$ cat src/rtl/core/hacd_pkg.sv
// shared types and constants of the hex ascii command deframer
package hacd_pkg;

    localparam int PAYLOAD_BYTES = 8;
    localparam int PAYLOAD_W     = 8 * PAYLOAD_BYTES;
    localparam int POS_W         = 5;
    localparam int CNT_W         = 4;

    localparam logic [POS_W-1:0] FRAME_LAST = POS_W'(2 + 2 * PAYLOAD_BYTES);
    localparam logic [POS_W-1:0] ID_LAST    = POS_W'(2);
    localparam logic [POS_W-1:0] ID_HIGH    = POS_W'(1);
    localparam logic [POS_W-1:0] PAY_FIRST  = POS_W'(3);

    localparam logic [7:0] START_CHAR      = 8'h23;
    localparam logic [7:0] PAD_CHAR        = 8'h58;
    localparam logic [7:0] DIGIT_BASE      = 8'h30;
    localparam logic [7:0] LETTER_BASE     = 8'h37;
    localparam logic [7:0] CAMERA_ID_RESET = 8'd45;
    localparam logic [7:0] SKIP_MAX        = 8'hFF;

    // queue between classifier and frame parser
    localparam int QDEPTH  = 4;
    localparam int QADDR_W = $clog2(QDEPTH);

    typedef enum logic [1:0] {
        ST_COMPLETE = 2'd0,
        ST_PAD_END  = 2'd1,
        ST_INVALID  = 2'd2
    } status_t;

    // one classified received character
    typedef struct packed {
        logic       is_hex;
        logic       is_pad;
        logic       is_start;
        logic [3:0] nibble;
    } char_t;

endpackage

$ cat src/rtl/core/hacd_front.sv
// front end: classifies each received byte and holds it for the queue
module hacd_front
    import hacd_pkg::*;
(
    input  logic       aclk,
    input  logic       aresetn,
    input  logic       s_valid,
    output logic       s_ready,
    input  logic [7:0] s_rx_byte,
    output logic       q_valid,
    input  logic       q_ready,
    output char_t      q_item
);

    logic  vld_reg;
    logic  vld_next;
    char_t item_reg;
    char_t item_next;
    char_t cls;

    always_comb begin
        cls          = '0;
        cls.is_start = (s_rx_byte == START_CHAR);
        cls.is_pad   = (s_rx_byte == PAD_CHAR);
        if (s_rx_byte inside {[8'h30:8'h39]}) begin
            cls.is_hex = 1'b1;
            cls.nibble = 4'(s_rx_byte - DIGIT_BASE);
        end else if (s_rx_byte inside {[8'h41:8'h46]}) begin
            cls.is_hex = 1'b1;
            cls.nibble = 4'(s_rx_byte - LETTER_BASE);
        end
    end

    assign s_ready = !vld_reg || q_ready;

    always_comb begin
        vld_next  = vld_reg;
        item_next = item_reg;
        if (s_valid && s_ready) begin
            vld_next  = 1'b1;
            item_next = cls;
        end else if (q_ready) begin
            vld_next = 1'b0;
        end
    end

    always_ff @(posedge aclk) begin
        if (!aresetn) begin
            vld_reg <= 1'b0;
        end else begin
            vld_reg <= vld_next;
        end
        item_reg <= item_next;
    end

    assign q_valid = vld_reg;
    assign q_item  = item_reg;

endmodule

$ cat src/rtl/core/hacd_queue.sv
// small fifo of classified characters between front and back
module hacd_queue
    import hacd_pkg::*;
(
    input  logic  aclk,
    input  logic  aresetn,
    input  logic  in_valid,
    output logic  in_ready,
    input  char_t in_item,
    output logic  out_valid,
    input  logic  out_ready,
    output char_t out_item
);

    char_t              mem [QDEPTH];
    logic [QADDR_W-1:0] wr_ptr_reg;
    logic [QADDR_W-1:0] wr_ptr_next;
    logic [QADDR_W-1:0] rd_ptr_reg;
    logic [QADDR_W-1:0] rd_ptr_next;
    logic [QADDR_W:0]   count_reg;
    logic [QADDR_W:0]   count_next;
    logic               push;
    logic               pop;

    assign in_ready  = (count_reg != (QADDR_W+1)'(QDEPTH));
    assign out_valid = (count_reg != '0);
    assign out_item  = mem[rd_ptr_reg];
    assign push      = in_valid && in_ready;
    assign pop       = out_valid && out_ready;

    always_comb begin
        wr_ptr_next = push ? wr_ptr_reg + 1'b1 : wr_ptr_reg;
        rd_ptr_next = pop ? rd_ptr_reg + 1'b1 : rd_ptr_reg;
        count_next  = count_reg;
        if (push && !pop) begin
            count_next = count_reg + 1'b1;
        end else if (pop && !push) begin
            count_next = count_reg - 1'b1;
        end
    end

    always_ff @(posedge aclk) begin
        if (!aresetn) begin
            wr_ptr_reg <= '0;
            rd_ptr_reg <= '0;
            count_reg  <= '0;
        end else begin
            wr_ptr_reg <= wr_ptr_next;
            rd_ptr_reg <= rd_ptr_next;
            count_reg  <= count_next;
        end
    end

    always_ff @(posedge aclk) begin
        if (push) begin
            mem[wr_ptr_reg] <= in_item;
        end
    end

endmodule

$ cat src/rtl/core/hacd_back.sv
// back end: frame parser, section decode and result register
module hacd_back
    import hacd_pkg::*;
(
    input  logic                 aclk,
    input  logic                 aresetn,
    input  logic [7:0]           camera_id,
    input  logic                 in_valid,
    output logic                 in_ready,
    input  char_t                in_item,
    output logic                 m_valid,
    input  logic                 m_ready,
    output logic [7:0]           m_command_id,
    output logic [PAYLOAD_W-1:0] m_payload,
    output logic [1:0]           m_id_status,
    output logic [1:0]           m_payload_status,
    output logic [CNT_W-1:0]     m_payload_count,
    output logic                 m_to_camera,
    output logic [7:0]           m_skipped_bytes
);

    logic [POS_W-1:0]     pos_reg,    pos_next;
    logic [3:0]           hold_reg,   hold_next;
    logic [7:0]           id_reg,     id_next;
    logic [PAYLOAD_W-1:0] pay_reg,    pay_next;
    status_t              id_st_reg,  id_st_next;
    status_t              pay_st_reg, pay_st_next;
    logic [CNT_W-1:0]     cnt_reg,    cnt_next;
    logic [7:0]           skip_reg,   skip_next;
    logic                 emit;

    logic                 mv_reg,   mv_next;
    logic [7:0]           mid_reg,  mid_next;
    logic [PAYLOAD_W-1:0] mpay_reg, mpay_next;
    status_t              mids_reg, mids_next;
    status_t              mps_reg,  mps_next;
    logic [CNT_W-1:0]     mcnt_reg, mcnt_next;
    logic                 mcam_reg, mcam_next;
    logic [7:0]           mskp_reg, mskp_next;

    logic [POS_W-1:0]     k;
    logic [2:0]           lane;
    logic                 take;

    assign in_ready = !mv_reg || m_ready;
    assign take     = in_valid && in_ready;
    assign k        = pos_reg - PAY_FIRST;
    assign lane     = k[3:1];

    always_comb begin
        pos_next    = pos_reg;
        hold_next   = hold_reg;
        id_next     = id_reg;
        pay_next    = pay_reg;
        id_st_next  = id_st_reg;
        pay_st_next = pay_st_reg;
        cnt_next    = cnt_reg;
        skip_next   = skip_reg;
        emit        = 1'b0;

        if (take) begin
            if (pos_reg == '0) begin
                // hunting for the start character
                if (in_item.is_start) begin
                    hold_next   = '0;
                    id_next     = '0;
                    pay_next    = '0;
                    id_st_next  = ST_COMPLETE;
                    pay_st_next = ST_COMPLETE;
                    cnt_next    = '0;
                    pos_next    = POS_W'(1);
                end else if (skip_reg != SKIP_MAX) begin
                    skip_next = skip_reg + 1'b1;
                end
            end else begin
                if (pos_reg <= ID_LAST) begin
                    if (id_st_reg == ST_COMPLETE) begin
                        if (pos_reg == ID_HIGH) begin
                            if (in_item.is_hex) begin
                                hold_next = in_item.nibble;
                                id_next   = {in_item.nibble, 4'h0};
                            end else begin
                                id_st_next = in_item.is_pad ? ST_PAD_END : ST_INVALID;
                            end
                        end else begin
                            if (in_item.is_hex) begin
                                id_next = {hold_reg, in_item.nibble};
                            end else begin
                                id_st_next = ST_INVALID;
                            end
                        end
                    end
                end else if (pay_st_reg == ST_COMPLETE) begin
                    if (!k[0]) begin
                        if (in_item.is_hex) begin
                            hold_next = in_item.nibble;
                            for (int i = 0; i < PAYLOAD_BYTES; i++) begin
                                if (lane == 3'(i)) begin
                                    pay_next[PAYLOAD_W-8*i-1 -: 4] = in_item.nibble;
                                end
                            end
                        end else begin
                            pay_st_next = in_item.is_pad ? ST_PAD_END : ST_INVALID;
                        end
                    end else begin
                        if (in_item.is_hex) begin
                            for (int i = 0; i < PAYLOAD_BYTES; i++) begin
                                if (lane == 3'(i)) begin
                                    pay_next[PAYLOAD_W-8*i-5 -: 4] = in_item.nibble;
                                end
                            end
                            cnt_next = cnt_reg + 1'b1;
                        end else begin
                            pay_st_next = ST_INVALID;
                        end
                    end
                end

                if (pos_reg < FRAME_LAST) begin
                    pos_next = pos_reg + 1'b1;
                end else begin
                    emit      = 1'b1;
                    pos_next  = '0;
                    skip_next = '0;
                end
            end
        end
    end

    // result register, refilled as soon as the consumer takes the last one
    always_comb begin
        mv_next   = mv_reg;
        mid_next  = mid_reg;
        mpay_next = mpay_reg;
        mids_next = mids_reg;
        mps_next  = mps_reg;
        mcnt_next = mcnt_reg;
        mcam_next = mcam_reg;
        mskp_next = mskp_reg;
        if (emit) begin
            mv_next   = 1'b1;
            mid_next  = id_next;
            mpay_next = pay_next;
            mids_next = id_st_next;
            mps_next  = pay_st_next;
            mcnt_next = (pay_st_next == ST_INVALID) ? '0 : cnt_next;
            mcam_next = (id_next == camera_id);
            mskp_next = skip_reg;
        end else if (m_ready) begin
            mv_next = 1'b0;
        end
    end

    always_ff @(posedge aclk) begin
        if (!aresetn) begin
            pos_reg    <= '0;
            hold_reg   <= '0;
            id_reg     <= '0;
            pay_reg    <= '0;
            id_st_reg  <= ST_COMPLETE;
            pay_st_reg <= ST_COMPLETE;
            cnt_reg    <= '0;
            skip_reg   <= '0;
            mv_reg     <= 1'b0;
        end else begin
            pos_reg    <= pos_next;
            hold_reg   <= hold_next;
            id_reg     <= id_next;
            pay_reg    <= pay_next;
            id_st_reg  <= id_st_next;
            pay_st_reg <= pay_st_next;
            cnt_reg    <= cnt_next;
            skip_reg   <= skip_next;
            mv_reg     <= mv_next;
        end
        mid_reg  <= mid_next;
        mpay_reg <= mpay_next;
        mids_reg <= mids_next;
        mps_reg  <= mps_next;
        mcnt_reg <= mcnt_next;
        mcam_reg <= mcam_next;
        mskp_reg <= mskp_next;
    end

    assign m_valid          = mv_reg;
    assign m_command_id     = mid_reg;
    assign m_payload        = mpay_reg;
    assign m_id_status      = mids_reg;
    assign m_payload_status = mps_reg;
    assign m_payload_count  = mcnt_reg;
    assign m_to_camera      = mcam_reg;
    assign m_skipped_bytes  = mskp_reg;

endmodule

$ cat src/rtl/core/hex_ascii_command_deframer.sv
// Hex ascii command deframer: takes one received byte per transaction and parses 19-byte
// frames ('#', two hex characters of command id, sixteen hex characters of payload),
// giving one result transaction per frame. One byte is accepted per clock cycle as long as
// the result side keeps up; a byte passes the classifier register, a four-entry queue and
// the frame parser, and the last byte of a frame sets m_valid through the result register.
// While a result waits on m_ready, the parser holds and the queue and the classifier
// register absorb up to five more bytes. The camera command register may only be written
// while no frame is open.
module hex_ascii_command_deframer
    import hacd_pkg::*;
(
    input  logic                 aclk,
    input  logic                 aresetn,
    input  logic                 cfg_valid,
    output logic                 cfg_ready,
    input  logic [7:0]           cfg_data,
    input  logic                 s_valid,
    output logic                 s_ready,
    input  logic [7:0]           s_rx_byte,
    output logic                 m_valid,
    input  logic                 m_ready,
    output logic [7:0]           m_command_id,
    output logic [PAYLOAD_W-1:0] m_payload,
    output logic [1:0]           m_id_status,
    output logic [1:0]           m_payload_status,
    output logic [CNT_W-1:0]     m_payload_count,
    output logic                 m_to_camera,
    output logic [7:0]           m_skipped_bytes
);

    logic [7:0] camera_id_reg;
    logic [7:0] camera_id_next;
    logic       fq_valid;
    logic       fq_ready;
    char_t      fq_item;
    logic       qb_valid;
    logic       qb_ready;
    char_t      qb_item;

    assign cfg_ready      = 1'b1;
    assign camera_id_next = (cfg_valid && cfg_ready) ? cfg_data : camera_id_reg;

    always_ff @(posedge aclk) begin
        if (!aresetn) begin
            camera_id_reg <= CAMERA_ID_RESET;
        end else begin
            camera_id_reg <= camera_id_next;
        end
    end

    hacd_front u_front (
        .aclk      (aclk),
        .aresetn   (aresetn),
        .s_valid   (s_valid),
        .s_ready   (s_ready),
        .s_rx_byte (s_rx_byte),
        .q_valid   (fq_valid),
        .q_ready   (fq_ready),
        .q_item    (fq_item)
    );

    hacd_queue u_queue (
        .aclk      (aclk),
        .aresetn   (aresetn),
        .in_valid  (fq_valid),
        .in_ready  (fq_ready),
        .in_item   (fq_item),
        .out_valid (qb_valid),
        .out_ready (qb_ready),
        .out_item  (qb_item)
    );

    hacd_back u_back (
        .aclk             (aclk),
        .aresetn          (aresetn),
        .camera_id        (camera_id_reg),
        .in_valid         (qb_valid),
        .in_ready         (qb_ready),
        .in_item          (qb_item),
        .m_valid          (m_valid),
        .m_ready          (m_ready),
        .m_command_id     (m_command_id),
        .m_payload        (m_payload),
        .m_id_status      (m_id_status),
        .m_payload_status (m_payload_status),
        .m_payload_count  (m_payload_count),
        .m_to_camera      (m_to_camera),
        .m_skipped_bytes  (m_skipped_bytes)
    );

endmodule

$ cat config.mk
export PLATFORM = sky130hd
export DESIGN_NAME = hex_ascii_command_deframer
export DESIGN_NICKNAME = d
export VERILOG_FILES = /design/src/rtl/core/hacd_pkg.sv /design/src/rtl/core/hacd_front.sv /design/src/rtl/core/hacd_queue.sv /design/src/rtl/core/hacd_back.sv /design/src/rtl/core/hex_ascii_command_deframer.sv
export SDC_FILE = /design/constraint.sdc
export NUM_CORES = 1
export LEC_CHECK = 0
export ABC_AREA = 1
export BUFFER_PORTS_ARGS = -buffer_cell sky130_fd_sc_hd__buf_2
export CORE_MARGIN = 8
export CORE_UTILIZATION = 52
export DETAILED_ROUTE_END_ITERATION = 12
export PLACE_DENSITY = 0.79
export SYNTH_ARGS = -nofsm -noshare
export SYNTH_HDL_FRONTEND = slang
export SYNTH_SLANG_ARGS = --single-unit
export TNS_END_PERCENT = 20
$ cat constraint.sdc
create_clock -name aclk -period 5.5 [get_ports aclk]
set_clock_uncertainty 0.05 [all_clocks]
set_input_delay 0.275 -clock aclk [delete_from_list [all_inputs] [get_ports aclk]]
set_output_delay 0.275 -clock aclk [all_outputs]
set_load 0.01 [all_outputs]
==> flow_summary.toml <==
[routing]
wire_per_inst_um = 14.78
firstDrtPassIters = 5
ant_nets = 0
drt_iter0_markers = 567
drc = 0
totalWireLength_um = 20620
vias = 7189
via_per_inst = 5.153

[run_status]
status = "completed"

[min_path]
hold-path-cell-count = 3
min_path_type = "input pin to flop"
worstHoldStart = "cfg_data[6]"

[power]
intPower_w = 0.003298
clock_power_share_pct = 33.5
p_leak_nw = 4.595
power_w = 0.004979
p_per_area_nw_per_um2 = 437.3
combPwrFrac_pct = 25.0
p_sw_w = 0.001681
p_seq_share_pct = 41.5
switching_share_pct = 33.77
ir_drop_uv = 278.4

[sta]
setup_violations = 0
report.final.slew_viol_count = 0
fmax_mhz = 352.2
rsz0062_at_grt = "no"
timing.slew.headroom_pct = 42.41
tightest_slew_ns = 0.8638
finalCritPeriodShare_pct = 51.62
setup_tns_ns = 0
hold_viol_final = 0
final_period_minus_worst_setup_slack_ns = 2.839

[finish]
final_layout_size_suffix_gt1_share_pct = 15.85
seqCellArea_um2 = 6046
multi_input_area_um2 = 2788
syn_to_final_growth_pct = 17.25
final_nets = 1179
utilization_pct = 61.49
diodes = 0
finalNonFillerCells = 1395
fillCellCount = 1482

[yosys]
synth_most_common_cell = "inv_1"
seq_area_frac_synth_pct = 62.26
syn_nets = 1055
synth_cells = 1018
ys_async_sr_fraction_pct = 0
synth_cell_types = 43
yosysTopAreaCellShare_pct = 38.35
ys_seq_elements = 240
ys.flop_type = "edfxtp_1"
avgSynthCellArea_um2 = 9.539
syn-cell-area_um2 = 9711
synth_warnings = 0
synthTopCellsByCount = "194 x inv_1, 152 x nand2_1, 126 x nor2_1"
synth_area_leaders = "edfxtp_1 38%, dfxtp_1 24%, inv_1 7.5%, nand2_1 5.9%, nor2_1 4.9%"
synth-edff-count = 124
yosysTopAreaCell = "edfxtp_1"

[clock_network]
numClockSinks = 240
clk_latency_ns = 0.52
cts_root_buffer = "clkbuf_16"
h-tree-depth = 1
post_cts_buffers = 0
numCtsBuffers = 25
cts_buffer_depth = 3
cts_tree = "yes"
path_clk_slew_ns = 0.06

[worst_setup_path]
cp.required_ns = 5.81
cp_max_fo = 30
reg2reg_depth = 12
worstSetupStartpoint = "u_queue.count_reg[0]$_SDFFE_PN0P_"
critPathLaunchType = "flop"
r2r_start = "u_queue.count_reg[0]$_SDFFE_PN0P_"
end_kind = "flop"
arrival_ns = 3.15
path_class = "flop to flop"

[floorplan]
ios = 113
die_height_um = 152.7
coreArea_um2 = 18520
dieWidth_um = 152.7
row_count = 50
start_util_pct = 52.44
die_area_um2 = 23300

[global_routing]
grt_first_pass_wirelength_um = 33950
grt_pass1_vias = 7011
antenna_found_initial = 0
grt_max_degree = 69
overflow = 0
grt_usage_pct = 17.38

[place]
place_congestion = 0.8574
place_hpwl_um = 13920
place_inst = 1338
port_buffers = 111

[run]
maxCapViolCount = 0
[placed cells by master (no fill, tap or decap), types with 5 or more instances in the layout]
master,instances
nor2_1,125
clkbuf_8,5
dfxtp_1,116
nand4_1,6
o21ai_0,33
nand2_2,8
clkbuf_16,25
inv_1,194
buf_2,111
a21oi_1,39
nand3_1,56
ha_1,15
nand2_1,152
dlygate4sd3_1,11
nor3_1,6
nor2_2,8
o22ai_1,66
edfxtp_1,124
[cells by family (layout without fill, tap and decap cells)]
group	after synthesis	in the layout	synth area share [%]
other cells	1	1	0.03862
fa+ha+maj	16	16	2.139
simple gates	379	379	16.96
xor+xnor	4	4	0.4382
compound gates	152	152	9.058
flops	240	240	62.26
buf+inv	226	369	9.109
[metrics by stage]
stage / hold slack, ns / setup WS, ns / cell area, um^2
final: 0.02077 / 2.661 / 11390
after global routing: 0.04214 / 2.393 / 11390
after CTS: 0.01305 / 2.667 / 11390
after detailed placement: 0.3963 / 2.642 / 10440
after global placement: 0.3950 / 2.830 / 10440
after floorplan: 0.3475 / 0.2276 / 9711
[metal layers]
metal  global-route usage, %  part of all wire, %  routed length, um  up-vias
li1                        -                    -                  -     3563
met1                   21.18                   44               9005     3378
met2                   30.22                   48               9974      207
met3                   3.432                  5.3               1100       41
met4                   6.032                  2.6                539        0
met5                       0                    0                  0        -
[cell type report]
type	count	area share [%]
clock buffers	33	6.198
well taps	234	2.571
inverters	199	6.560
repair buffers	124	5.978
multi-input cells	552	24.48
clock inverters	13	1.110
flip-flops and latches	240	53.10
[final timing paths]
check                                    end  slack (ns)
max             u_back.m_to_camera$_DFFE_PP_        2.66
min            camera_id_reg[6]$_SDFFE_PN0P_        0.02
max reg2reg     u_back.m_to_camera$_DFFE_PP_        2.66
min reg2reg  u_back.hold_reg[3]$_SDFFE_PN0P_        0.40
[timing repair]
item	CTS	global route
gates resized for setup	0	0
setup endpoints to repair	0	0
endpoints found under the hold margin	8	0
hold buffers	11	0
[power groups by stage]
stage	combinational [W]	clock [W]	sequential, W
floorplan	0.000963	0	0.00206
global placement	0.00119	0	0.00210
detailed placement	0.00122	0	0.00210
CTS	0.00123	0.00170	0.00206
global route	0.00139	0.00177	0.00208
finish	0.00124	0.00167	0.00207
[critical path, stage by stage (launching register included)]
cell     delay, ns
dfxtp_1       0.39
nor2_1        0.10
nand2_1       0.06
nand2_1       0.18
inv_1         0.35
nand3_2       0.66
nand3_1       0.38
nand2_1       0.11
nand2_1       0.07
nand2_1       0.04
nor2_1        0.11
nand2_1       0.07
nor2_1        0.11
(Power assumes the default switching activity.)
